$ cat src/sv/rau_pkg.sv
// Shared codes and types for the rational arithmetic unit.
package rau_pkg;

  localparam logic [2:0] OP_ADD = 3'd0;
  localparam logic [2:0] OP_SUB = 3'd1;
  localparam logic [2:0] OP_MUL = 3'd2;
  localparam logic [2:0] OP_DIV = 3'd3;
  localparam logic [2:0] OP_CMP = 3'd4;

  localparam logic [1:0] ORD_LESS    = 2'd0;
  localparam logic [1:0] ORD_EQUAL   = 2'd1;
  localparam logic [1:0] ORD_GREATER = 2'd2;

  localparam int RESULT_NUM_W = 32;
  localparam int RESULT_DEN_W = 31;

  typedef struct packed {
    logic       neg;
    logic [1:0] ord;
    logic       dz;
  } rau_side_t;

endpackage

$ cat src/sv/rau_div_stage.sv
// One registered restoring-division bit for numerator and denominator.
module rau_div_stage
  import rau_pkg::*;
#(
  parameter int M = 32
) (
  input  logic         clk,
  input  logic         rst,
  input  logic         en,
  input  logic         vld_i,
  input  rau_side_t    side_i,
  input  logic [M-1:0] g_i,
  input  logic [M-1:0] ra_i,
  input  logic [M-1:0] qa_i,
  input  logic [M-1:0] rb_i,
  input  logic [M-1:0] qb_i,
  output logic         vld_o,
  output rau_side_t    side_o,
  output logic [M-1:0] g_o,
  output logic [M-1:0] ra_o,
  output logic [M-1:0] qa_o,
  output logic [M-1:0] rb_o,
  output logic [M-1:0] qb_o
);

  logic [M:0] ta;
  logic [M:0] tb;
  logic [M:0] da;
  logic [M:0] db;
  logic       ga;
  logic       gb;

  assign ta = {ra_i, qa_i[M-1]};
  assign tb = {rb_i, qb_i[M-1]};
  assign da = ta - {1'b0, g_i};
  assign db = tb - {1'b0, g_i};
  assign ga = ta >= {1'b0, g_i};
  assign gb = tb >= {1'b0, g_i};

  always_ff @(posedge clk) begin
    if (rst) begin
      vld_o <= 1'b0;
    end else if (en) begin
      vld_o <= vld_i;
    end
  end

  always_ff @(posedge clk) begin
    if (en) begin
      side_o <= side_i;
      g_o    <= g_i;
      ra_o   <= ga ? da[M-1:0] : ta[M-1:0];
      rb_o   <= gb ? db[M-1:0] : tb[M-1:0];
      qa_o   <= {qa_i[M-2:0], ga};
      qb_o   <= {qb_i[M-2:0], gb};
    end
  end

endmodule

$ cat config.mk
export PLATFORM = sky130hd
export DESIGN_NAME = rau_div_stage
export DESIGN_NICKNAME = d
export VERILOG_FILES = /design/src/sv/rau_pkg.sv /design/src/sv/rau_div_stage.sv
export SDC_FILE = /design/constraint.sdc
export NUM_CORES = 1
export LEC_CHECK = 0
export ABC_AREA = 1
export BUFFER_PORTS_ARGS = -buffer_cell sky130_fd_sc_hd__buf_2
export CORE_AREA = 2 2 157 159
export CTS_CLUSTER_SIZE = 40
export DETAILED_ROUTE_END_ITERATION = 7
export DIE_AREA = 0 0 159 161
export PLACE_DENSITY = 0.76
export SETUP_SLACK_MARGIN = 0.4
export SKIP_CTS_REPAIR_TIMING = 1
export SLEW_MARGIN = 0
export SYNTH_ARGS = -nofsm -noshare
export SYNTH_HDL_FRONTEND = slang
export SYNTH_SLANG_ARGS = --single-unit
$ cat constraint.sdc
create_clock -name clk -period 1.9 [get_ports clk]
set_input_delay 0.095 -clock clk [delete_from_list [all_inputs] [get_ports clk]]
set_output_delay 0.095 -clock clk [all_outputs]
set_load 0.05 [all_outputs]
Yosys cells after proc, flatten, opt, wreduce, memory -nomap -nowiden
Cells that the tools add are included.
Widths: inputs -> output; s select.
Operators by class
  add/sub/neg operators: 2
  magnitude comparators: 2
  multiplexer cells: 2
Operator list (number)
  $ge 33x32->1: 2
  $mux 32: 2
  $sub 32x32->32: 2
Word-level totals
  register bits: 165
  bits of input ports: 168
  output and inout port bits: 165
  logic and storage cells: 15

Longest topological paths before layout
  depth in word-level cells: 2
  depth in mapped cells: 16
  gate-level depth less buffers: 15

Worst setup path before layout
Ideal clock, no wire load.
  path type: input-to-reg
  from: in g_i[28]
  to: reg ra_o[21] (data pin)
  setup time: 252 ps
  arrival time: 1548 ps
  required time: 1648 ps
  slack: 100 ps
  cell stages on the path: 13
  buffers on the path: 1
  cells stage by stage: inv_1 -> ha_1 -> nand2_2 -> inv_1 -> nand2_1 -> nand2_1 -> nand2_1 -> nand2_1 -> a21oi_1 -> nand4_4 -> buf_12 -> nand2_1 -> nand2_1
Between the ends
  longest elaborated chain between the ends: 2
Ends and longest elaborated chain
  from (decl): RTL line rau_div_stage.sv:12  | input logic [M-1:0] g_i,
  $ge 33x32->1: RTL line rau_div_stage.sv:37  | assign ga = ta >= {1'b0, g_i};
  via ga: RTL line rau_div_stage.sv:30  | logic ga;
  $mux 32: RTL line rau_div_stage.sv:52  | ra_o <= ga ? da[M-1:0] : ta[M-1:0];
  to (signal assigned): RTL line rau_div_stage.sv:52
  to (decl): RTL line rau_div_stage.sv:20  | output logic [M-1:0] ra_o,
The timed path passes the listed nets, and every way through them passes these cells.
A chain may end at the register's enable or synchronous reset.

Worst setup path in the final report
  from: in g_i[20]
  to: reg rb_o[0] (data pin)
Between the ends
  longest elaborated chain between the ends: 2
Ends and longest elaborated chain
  $ge 33x32->1: RTL line rau_div_stage.sv:38  | assign gb = tb >= {1'b0, g_i};
  $mux 32: RTL line rau_div_stage.sv:53  | rb_o <= gb ? db[M-1:0] : tb[M-1:0];
  to (signal assigned): RTL line rau_div_stage.sv:53
  to (decl): RTL line rau_div_stage.sv:22  | output logic [M-1:0] rb_o,
Every way passes these cells.

==> impl_metrics.json <==
{
  "yosysSeqAreaShare": 0.439,
  "grtUsageTotal": 0.300,
  "grt_pass1_wl_mm": 59.4,
  "intPower_mw": 8.38,
  "irDropWorstVdd_mv": 0.542,
  "cp.arrival_ps": 1820,
  "grt_overflow": 0,
  "drive_gt1_frac": 0.459,
  "cpPeakStageDelay_ps": 350,
  "grt_max_degree": 70,
  "required_ps": 2080,
  "core_area_um2": 24000,
  "vias_per_cell": 5.07,
  "yosysUniqueCellTypes": 33,
  "register_area_um2": 4940,
  "async_flop_share": 0,
  "syn-num-nets": 1754,
  "vias": 12841,
  "fp-row-count": 57,
  "nFillCells": 1586,
  "clock_latency_ps": 440,
  "area_growth_pct": 68.3,
  "drt-initial-drc-count": 1104,
  "gp_congestion": 0.980,
  "ant_nets": 0,
  "seqPwrFrac": 0.327,
  "path_buf_inv": 5,
  "fmax_mhz": 611,
  "rsz0062_at_grt": "true",
  "route.detailed.drc": 0,
  "cts-root-buf": "clkbuf_16",
  "drt-total-wl_mm": 47.1,
  "synth.avg_cell_area_um2": 7.41,
  "whs_ps": -157,
  "fin_setup_tns_ps": 0,
  "post_drt_wl_per_cell_um": 18.6,
  "clkSinkCount": 165,
  "grt_pass1_vias": 11513,
  "switching_share": 0.405,
  "dr.pass1.iters": 6,
  "synth_edf_count": 164,
  "postSynthCellCount": 1520,
  "finalPower_mw": 14.1,
  "start_util": 0.470,
  "synth_top_area_frac": 0.437,
  "cp-start-kind": "input port",
  "io_pins": 333,
  "synth_ff_type": "edfxtp_1",
  "antenna_found_initial": 0,
  "p_per_area_nw_per_um2": 742,
  "combPwrFrac": 0.423,
  "cpMaxStageDelayCell": "ha_4",
  "cp_top_family": "simple AND/OR/NAND/NOR gates",
  "yosysMostFrequentCell": "nand2_1",
  "worst-slew-pin-transition_ps": 430,
  "die_w_um": 159,
  "crit_chain": "buf_8, clkinvlp_4, ha_4, nand2_4, nor2_4, inv_2, nor2_4, inv_2, nor3_4, nand2_8, buf_12, nand3_1, nand2_1",
  "fin_nets": 2430,
  "slew_viol_final": 0,
  "fp.dieArea_um2": 25600,
  "ctsLongestPathBuffers": 2,
  "yosysWarnings": 0,
  "pwr-share-clk": 0.251,
  "hold_path_class": "input port to register",
  "cellLeakagePower_nw": 9.65,
  "path_max_fanout": 14,
  "post-dp-hpwl_mm": 31.8,
  "setup_viol": 0,
  "cap_violations": 0,
  "crit_path_end_kind": "register",
  "fin_crit_ps": 1640,
  "syn_area_um2": 11300,
  "slew_headroom": 0.713,
  "synthTopCellsByArea": "edfxtp_1 (44%), nand2_1 (21%), inv_1 (9.9%)",
  "fin_crit_sh": 0.862,
  "htreeDepth": 4,
  "p_switching_mw": 5.69,
  "yosysTopAreaCell": "edfxtp_1",
  "finalClockSkew_ps": 0,
  "clk_pin_slew_ps": 70,
  "multi_input_area_um2": 6930,
  "synth_common_cells": "nand2_1 (632), inv_1 (298), edfxtp_1 (164)",
  "synth_seq_cells": 165,
  "violations": "negative hold slack",
  "cts_buffers": 17,
  "fp.dieH_um": 161,
  "crit_type": "input port to register",
  "diodes": 0,
  "hold_viol_final": 4,
  "cts_tree": "done",
  "io_buffers": 332,
  "status": "complete, but fails checks"
}
[power groups by stage]
stage	Sequential, mW	Clock (mW)	Combinational (mW)
2_1_floorplan	6.03	0	1.65
3_5_place_dp	4.66	0	4.84
3_3_place_gp	4.65	0	4.80
5_1_grt	4.63	3.67	6.29
4_1_cts	4.58	3.53	4.86
6_report	4.60	3.53	5.95
[per-layer routing]
layer	GRT usage	up-vias	share of wire
met5	0	-	0
met4	0.129	0	0.050
met3	0.0496	156	0.061
met2	0.551	626	0.52
met1	0.346	5955	0.37
li1	-	6104	-
[worst paths after layout]
| path | startpoint | endpoint | slack, ps | depth (start not counted) |
|---|---|---|---|---|
| setup / recovery | g_i[20] | rb_o[0] | 260 | 13 |
| hold reg to reg | vld_o | vld_o | 1050 | 3 |
| setup reg to reg | vld_o | vld_o | 770 | 3 |
| hold / removal | g_i[20] | g_o[20] | -160 | 1 |
[stage by stage]
stage           util  cells  setup slack [ps]  hold WS, ps  cell area [um^2]
6_report       0.791   2533               263         -157             19000
2_1_floorplan      -   1520               214          167             11700
5_1_grt        0.791   2533               167         -163             19000
3_3_place_gp   0.643   2378              -333          252             15400
3_5_place_dp   0.643   2378              -309          264             15400
4_1_cts        0.667   2410               149         -196             16000
[cells in the final DEF, fill, tap and decap left out, drive strengths merged]
cell         instances
nand2              649
nand3              123
fa                   2
or2                  1
nand4               10
inv                297
clkinvlp            11
a21o                 1
mux2i                1
nor3                18
and2                 9
a21oi               37
ha                  64
nand3b               3
clkinv               5
edfxtp             164
nor2                89
dlygate4sd3         97
xor2                26
buf                571
o21bai               2
xnor2                2
dfxtp                1
clkbuf              26
[area by class of cell]
class,count,area share
clock buffers,18,0.0226
clock inverters,14,0.00746
inverters,299,0.0627
multi-input cells,1037,0.365
flip-flops and latches,165,0.261
well taps,324,0.0214
repair buffers,676,0.260
[flip-flops by register name (all words and copies together) (netlist names)]
name,cells
qb_o,32
ra_o,32
side_o,4
qa_o,32
g_o,32
rb_o,32
vld_o,1
[kinds of logic after synthesis]
kind of cell / after synthesis / synth area share
and+or+nand+nor: 902 / 0.333
buffers and inverters: 318 / 0.113
adders and majority gates: 66 / 0.0746
DFF: 165 / 0.439
AOI/OAI and AO/OA: 40 / 0.0184
muxes: 1 / 0.000889
xor gates and xnor gates: 28 / 0.0218
Power figures use the tool's default switching activity.
