**config.mk**
```make
export PLATFORM = sky130hd
export DESIGN_NAME = rau_gcd_stage
export DESIGN_NICKNAME = d
export VERILOG_FILES = /design/src/sv/rau_pkg.sv /design/src/sv/rau_gcd_stage.sv
export SDC_FILE = /design/constraint.sdc
export NUM_CORES = 1
export LEC_CHECK = 0
export ABC_AREA = 1
export BUFFER_PORTS_ARGS = -buffer_cell sky130_fd_sc_hd__clkbuf_2
export CORE_MARGIN = 10
export CORE_UTILIZATION = 26
export DETAILED_ROUTE_END_ITERATION = 10
export PLACE_DENSITY = 0.51
export SLEW_MARGIN = 5
export SYNTH_ARGS = -nofsm -noshare
export SYNTH_HDL_FRONTEND = slang
export SYNTH_SLANG_ARGS = --single-unit
```
**constraint.sdc**
```tcl
create_clock -name clk -period 3.25 [get_ports clk]
set_input_delay 0.1625 -clock clk [delete_from_list [all_inputs] [get_ports clk]]
set_output_delay 0.1625 -clock clk [all_outputs]
set_load 0.005 [all_outputs]
```
**src/sv/rau_pkg.sv**
```systemverilog
// Shared codes and types for the rational arithmetic unit.
package rau_pkg;

  localparam logic [2:0] OP_ADD = 3'd0;
  localparam logic [2:0] OP_SUB = 3'd1;
  localparam logic [2:0] OP_MUL = 3'd2;
  localparam logic [2:0] OP_DIV = 3'd3;
  localparam logic [2:0] OP_CMP = 3'd4;

  localparam logic [1:0] ORD_LESS    = 2'd0;
  localparam logic [1:0] ORD_EQUAL   = 2'd1;
  localparam logic [1:0] ORD_GREATER = 2'd2;

  localparam int RESULT_NUM_W = 32;
  localparam int RESULT_DEN_W = 31;

  typedef struct packed {
    logic       neg;
    logic [1:0] ord;
    logic       dz;
  } rau_side_t;

endpackage

```
**src/sv/rau_gcd_stage.sv**
```systemverilog
// One registered binary GCD step of the reduction pipeline.
module rau_gcd_stage
  import rau_pkg::*;
#(
  parameter int M  = 32,
  parameter int KW = 6
) (
  input  logic          clk,
  input  logic          rst,
  input  logic          en,
  input  logic          vld_i,
  input  rau_side_t     side_i,
  input  logic [M-1:0]  u_i,
  input  logic [M-1:0]  v_i,
  input  logic [KW-1:0] k_i,
  input  logic [M-1:0]  a_i,
  input  logic [M-1:0]  b_i,
  output logic          vld_o,
  output rau_side_t     side_o,
  output logic [M-1:0]  u_o,
  output logic [M-1:0]  v_o,
  output logic [KW-1:0] k_o,
  output logic [M-1:0]  a_o,
  output logic [M-1:0]  b_o
);

  logic [M-1:0]  u_next;
  logic [M-1:0]  v_next;
  logic [KW-1:0] k_next;
  logic [M-1:0]  diff_uv;
  logic [M-1:0]  diff_vu;

  assign diff_uv = u_i - v_i;
  assign diff_vu = v_i - u_i;

  always_comb begin
    u_next = u_i;
    v_next = v_i;
    k_next = k_i;
    priority if (u_i == '0 || v_i == '0) begin
      u_next = u_i;
    end else if (!u_i[0] && !v_i[0]) begin
      u_next = u_i >> 1;
      v_next = v_i >> 1;
      k_next = k_i + KW'(1);
    end else if (!u_i[0]) begin
      u_next = u_i >> 1;
    end else if (!v_i[0]) begin
      v_next = v_i >> 1;
    end else if (u_i >= v_i) begin
      u_next = diff_uv >> 1;
    end else begin
      v_next = diff_vu >> 1;
    end
  end

  always_ff @(posedge clk) begin
    if (rst) begin
      vld_o <= 1'b0;
    end else if (en) begin
      vld_o <= vld_i;
    end
  end

  always_ff @(posedge clk) begin
    if (en) begin
      side_o <= side_i;
      u_o    <= u_next;
      v_o    <= v_next;
      k_o    <= k_next;
      a_o    <= a_i;
      b_o    <= b_i;
    end
  end

endmodule

```
Yosys cells after proc, flatten, opt, wreduce, memory -nomap -nowiden
Cells that the tools add are included.
Word-level totals
  register bits: 139
  input bits: 142
  output and inout port bits: 139
  logic and storage cells: 31
Cells by class
  add/subtract/negate cells: 3
  magnitude comparators: 1
  muxes and demuxes: 12
  reduce and logical (&&, ||, !) cells: 6
Operators with widths (number)
  two-way mux 32 bit: 10
  logical NOT 32 bit: 2
  subtractor 32 bit: 2
  >= comparator 32 bit: 1
  two-way mux 6 bit: 2
  adder 6 x 1 -> 6 bit (second input constant): 1
  logical NOT 1 bit: 2
  logical AND 1 bit: 1
  logical OR 1 bit: 1

Logic depth before layout (Yosys ltp)
  word-level depth: 6
  gate-level depth with buffers: 20
  depth with buffers taken out: 18

Worst setup path after synthesis
No wires, ideal clock.
  kind: input to register
  start point: input port u_i[0]
  end point: register u_o[15], data pin
  setup time: 0.253 ns
  arrival: 2.250 ns
  data required time: 2.997 ns
  setup slack: 0.747 ns
  cell stages on the path: 19
  path buffers: 2
  cells stage by stage: inv_2 clkbuf_1 ha_1 fa_1 inv_1 nand3_1 nand2_2 nand2_1 nand2_2 nand2_1 nand3_2 nand2_4 nand2_4 nand2_4 nand2_4 nand2_4 buf_6 o21ai_1 inv_1
On the way
  word-level cells in the longest chain between the ends: 6
  elaborated cells on any way between the ends: 11
RTL lines
  start, declared: line rau_gcd_stage.sv:13  | input logic [M-1:0] u_i,
  subtractor 32 bit / >= comparator 32 bit (equally long branches): line rau_gcd_stage.sv:33, rau_gcd_stage.sv:50
  two-way mux 32 bit: line rau_gcd_stage.sv:50  | end else if (u_i >= v_i) begin
  two-way mux 32 bit: line rau_gcd_stage.sv:48  | end else if (!v_i[0]) begin
  two-way mux 32 bit: line rau_gcd_stage.sv:46  | end else if (!u_i[0]) begin
  two-way mux 32 bit: line rau_gcd_stage.sv:42  | end else if (!u_i[0] && !v_i[0]) begin
  two-way mux 32 bit (*): line rau_gcd_stage.sv:40  | priority if (u_i == '0 || v_i == '0) begin
  via u_next[15]: line rau_gcd_stage.sv:27  | logic [M-1:0] u_next;
  end signal, assigned: line rau_gcd_stage.sv:68  | u_o <= u_next;
  end, declared: line rau_gcd_stage.sv:20  | output logic [M-1:0] u_o,
Mark *: on every way through the listed nets, which the timed path passes. The rest lies on a longest branch.
A chain may end at the register's enable or synchronous reset.

Worst setup path in the final report
  start point: input port u_i[23]
  end point: register v_o[26], data pin
On the way
  word-level cells in the longest chain between the ends: 6
  elaborated cells on any way between the ends: 9
RTL lines
  subtractor 32 bit / >= comparator 32 bit (equally long branches): line rau_gcd_stage.sv:34, rau_gcd_stage.sv:50
  two-way mux 32 bit: line rau_gcd_stage.sv:50
  two-way mux 32 bit: line rau_gcd_stage.sv:48
  two-way mux 32 bit: line rau_gcd_stage.sv:46
  two-way mux 32 bit: line rau_gcd_stage.sv:42
  two-way mux 32 bit (*): line rau_gcd_stage.sv:40
  via v_next[26]: line rau_gcd_stage.sv:28  | logic [M-1:0] v_next;
  end signal, assigned: line rau_gcd_stage.sv:69  | v_o <= v_next;
  end, declared: line rau_gcd_stage.sv:21  | output logic [M-1:0] v_o,
Marks and branches as above.

==> metrics.txt <==
post-DP HPWL 42.6 mm; clock sink count 139; Worst Tran Pin Value 590 ps; WHS 59.2 ps; Crit Path Category input pin to register; CTS tree built; largest net degree at the start of global routing 61; global-route wire length before repair 74.6 mm; most frequent cells in the layout 525 x nand2_1, 279 x clkbuf_2, 254 x inv_1, 138 x edfxtp_1, 137 x nor2_1; Cell variety after synth 39; area share of fa/ha/maj cells after synthesis 7.45%; CP startpoint u_i[23]; Required @ worst endpoint 3530 ps; row cnt 76; Yosys reg bits 139; main combinational cell family by area after synthesis simple AND/OR/NAND/NOR gates; Synthesized Nets 1,832; Fill cells 4,615; Startpoint Class input pin; status finished, final reports clean; R2R Path End vld_o$_SDFFE_PP0P_; Compound-Gate Fraction of Synth Area 9.55%; VDD IR max 0.284 mV; CTS root buf clkbuf_16; post-route design area 0.0148 mm2; Post-Synth Simple-Gate Area 32.1%; final hold vios 0; Clock Latency Late Sink 420 ps; crit-path cells clkbuf_2 -> inv_1 -> ha_1 -> nand2_2 -> inv_1 -> nand2_1 -> nand2_1 -> a21oi_2 -> nor2_2 -> nor2_4 -> nand2_4 -> nor2_4 -> buf_4 -> nand3_1 -> nand3_1 -> nand2_1 -> nand2_1; hold buffers post-CTS 70; antenna violations before repair 6; MaxCap Viol Count 0; R2R setup slack 2080 ps; Area Growth Syn to Fin 29.1%; clk buf depth 2; share of cells above drive strength 1 20.1%; Worst-path clk slew 50 ps; DR vias/cell 4.63; most used cell, CP nand2_1; Crit-path slowest cell ha_1; Die Span Y 230 um; dpl ws 169 ps; grt ovf 0; Final Skew 0 ps; Top delay family on crit path simple AND/OR/NAND/NOR gates; share of the synthesized area in the top cell type 36.2%; CTS HTree Levels 4; worst stage delay on the critical path 440 ps; crit path DAT 3010 ps; drt drc 0; post-synth top area cell edfxtp_1; final WL 51.1 mm; Setup Buffers After CTS 0; grt peak-use layer met2; commonest non-fill, non-tap cell in the layout nand2_1; Final Max Slew Viols 0; Slew Limit Headroom 60.3%; crit path time final 2730 ps; Initial Util 26.5%; Mapped Avg Cell Area 7.06 um2; XOR/XNOR share of the synthesized area 2.75%; post-cts sizing count 0; Lkg Pwr 0.00747 uW; area of the mapped netlist 0.0115 mm2; # nets final 2,177; number of global-route vias before repair 11,700; Port Buffers 280; crit-path max FO 13; routed len/inst 19.9 um; initial drt markers 1,097; cell depth of the worst setup path 17; Num CTS Buffers 17; pwr dens 394 mW/mm2; DR pass1 iterations 5; Setup crit end kind register; Min-Delay Path Class input pin to register; Max Clock Freq 366 MHz; Synth Instances 1,623; final setup fails 0; global routing usage on met1 24.2%; die area 0.0528 mm2; setup TNS 0 ps; M3 GR Usage 3.76%; Seq/Total Area, Yosys 36.4%; met2 GRT Util 30.1%; multiplexer share of the synthesized area 0.0874%; total track usage 18.6%; via count 11,900; leading cell types by total area after synthesis edfxtp_1 36%, nand2_1 17%, inv_1 8.3%; core box area 0.0433 mm2; Final WS setup 519 ps; R2R cell count 3; worst r2r src vld_o$_SDFFE_PP0P_; die span in x 230 um; Final ANT Viol Nets 0; Critical Path Sink v_o[26]$_DFFE_PP_; period utilisation layout 84.0%; Ys Warns 0; WP buf/inv 4; RSZ-0062 raised after global routing false; GPL Wtd Cong 0.957; placement-stage cell area 0.0135 mm2; top-level I/O count 281
## synth_stat cells (all sizes together)
cell and instances:
nand2 550, inv 265, nor2 150, edfxtp 138
nand3 113, a21oi 101, ha 65, o21ai 48
buf 41, nand4 37, xor2 33, a22oi 31
clkbuf 17, nor3 8, o21bai 6, nor4 4
o21a 4, a21o 3, xnor2 3, fa 2
a31oi 1, dfxtp 1, mux2i 1, nand3b 1
## where the power goes
| part | internal [uW] | leakage, uW | switching [uW] | total [uW] |
|---|---|---|---|---|
| Clock | 973 | 0.000247 | 778 | 1750 |
| Sequential | 2180 | 0.00136 | 48.2 | 2230 |
| Combinational | 642 | 0.00586 | 1210 | 1850 |
## worst register-to-register path, cell delays in order, from the launching register on
cell,delay (ps)
dfxtp_1,310
mux2i_1,140
nor2_1,50
dlygate4sd3_1,550
## metrics by stage
step	cells	util (%)	power (uW)
after floorplan	1623	-	3240
after global placement	2464	31.3	4040
after detailed placement	2464	31.3	4040
after CTS	2565	34.1	5890
after global routing	2569	34.2	6170
final	2569	34.2	5830
## sequential cells by signal, indices dropped and copies added (netlist names)
name    count
a_o        32
b_o        32
k_o         6
side_o      4
u_o        32
v_o        32
vld_o       1
## worst min-delay path by stage
stage / cells after the start / slack (ps) / start / to
floorplan: 1 / 230 / rst / vld_o$_SDFFE_PP0P_
finish: 2 / 60 / k_i[5] / k_o[5]$_DFFE_PP_
global route: 2 / 40 / k_i[5] / k_o[5]$_DFFE_PP_
CTS: 2 / 40 / k_i[5] / k_o[5]$_DFFE_PP_
global placement: 2 / 330 / rst / vld_o$_SDFFE_PP0P_
detailed placement: 2 / 330 / rst / vld_o$_SDFFE_PP0P_
## layout make-up
class / instances / area, um2 / share of cell area [%]
well taps: 585 / 732 / 4.95
diodes: 4 / 10.0 / 0.0677
inverters: 265 / 997 / 6.75
repair buffers: 384 / 2400 / 16.2
clock buffers: 18 / 429 / 2.90
multi-input cells: 1161 / 5950 / 40.3
clock inverters: 13 / 92.6 / 0.626
flip-flops and latches: 139 / 4160 / 28.2
## cells by family (layout without fill, tap and decap cells)
group	count (synthesis)	in the layout
AO/OA/AOI/OAI	194	194
XOR/XNOR	36	36
adder cells (fa/ha/maj)	67	67
buffers and inverters	323	680
flip-flops	139	139
multiplexers	1	1
other	0	4
AND/OR/NAND/NOR	863	863
## routing by layer
layer  wire (um)  vias up
met1       23000     5558
met2       23500      403
met4        1400        2
met3        3240       58
li1            -     5886
met5           8        -
Power figures use the tool's default switching activity.
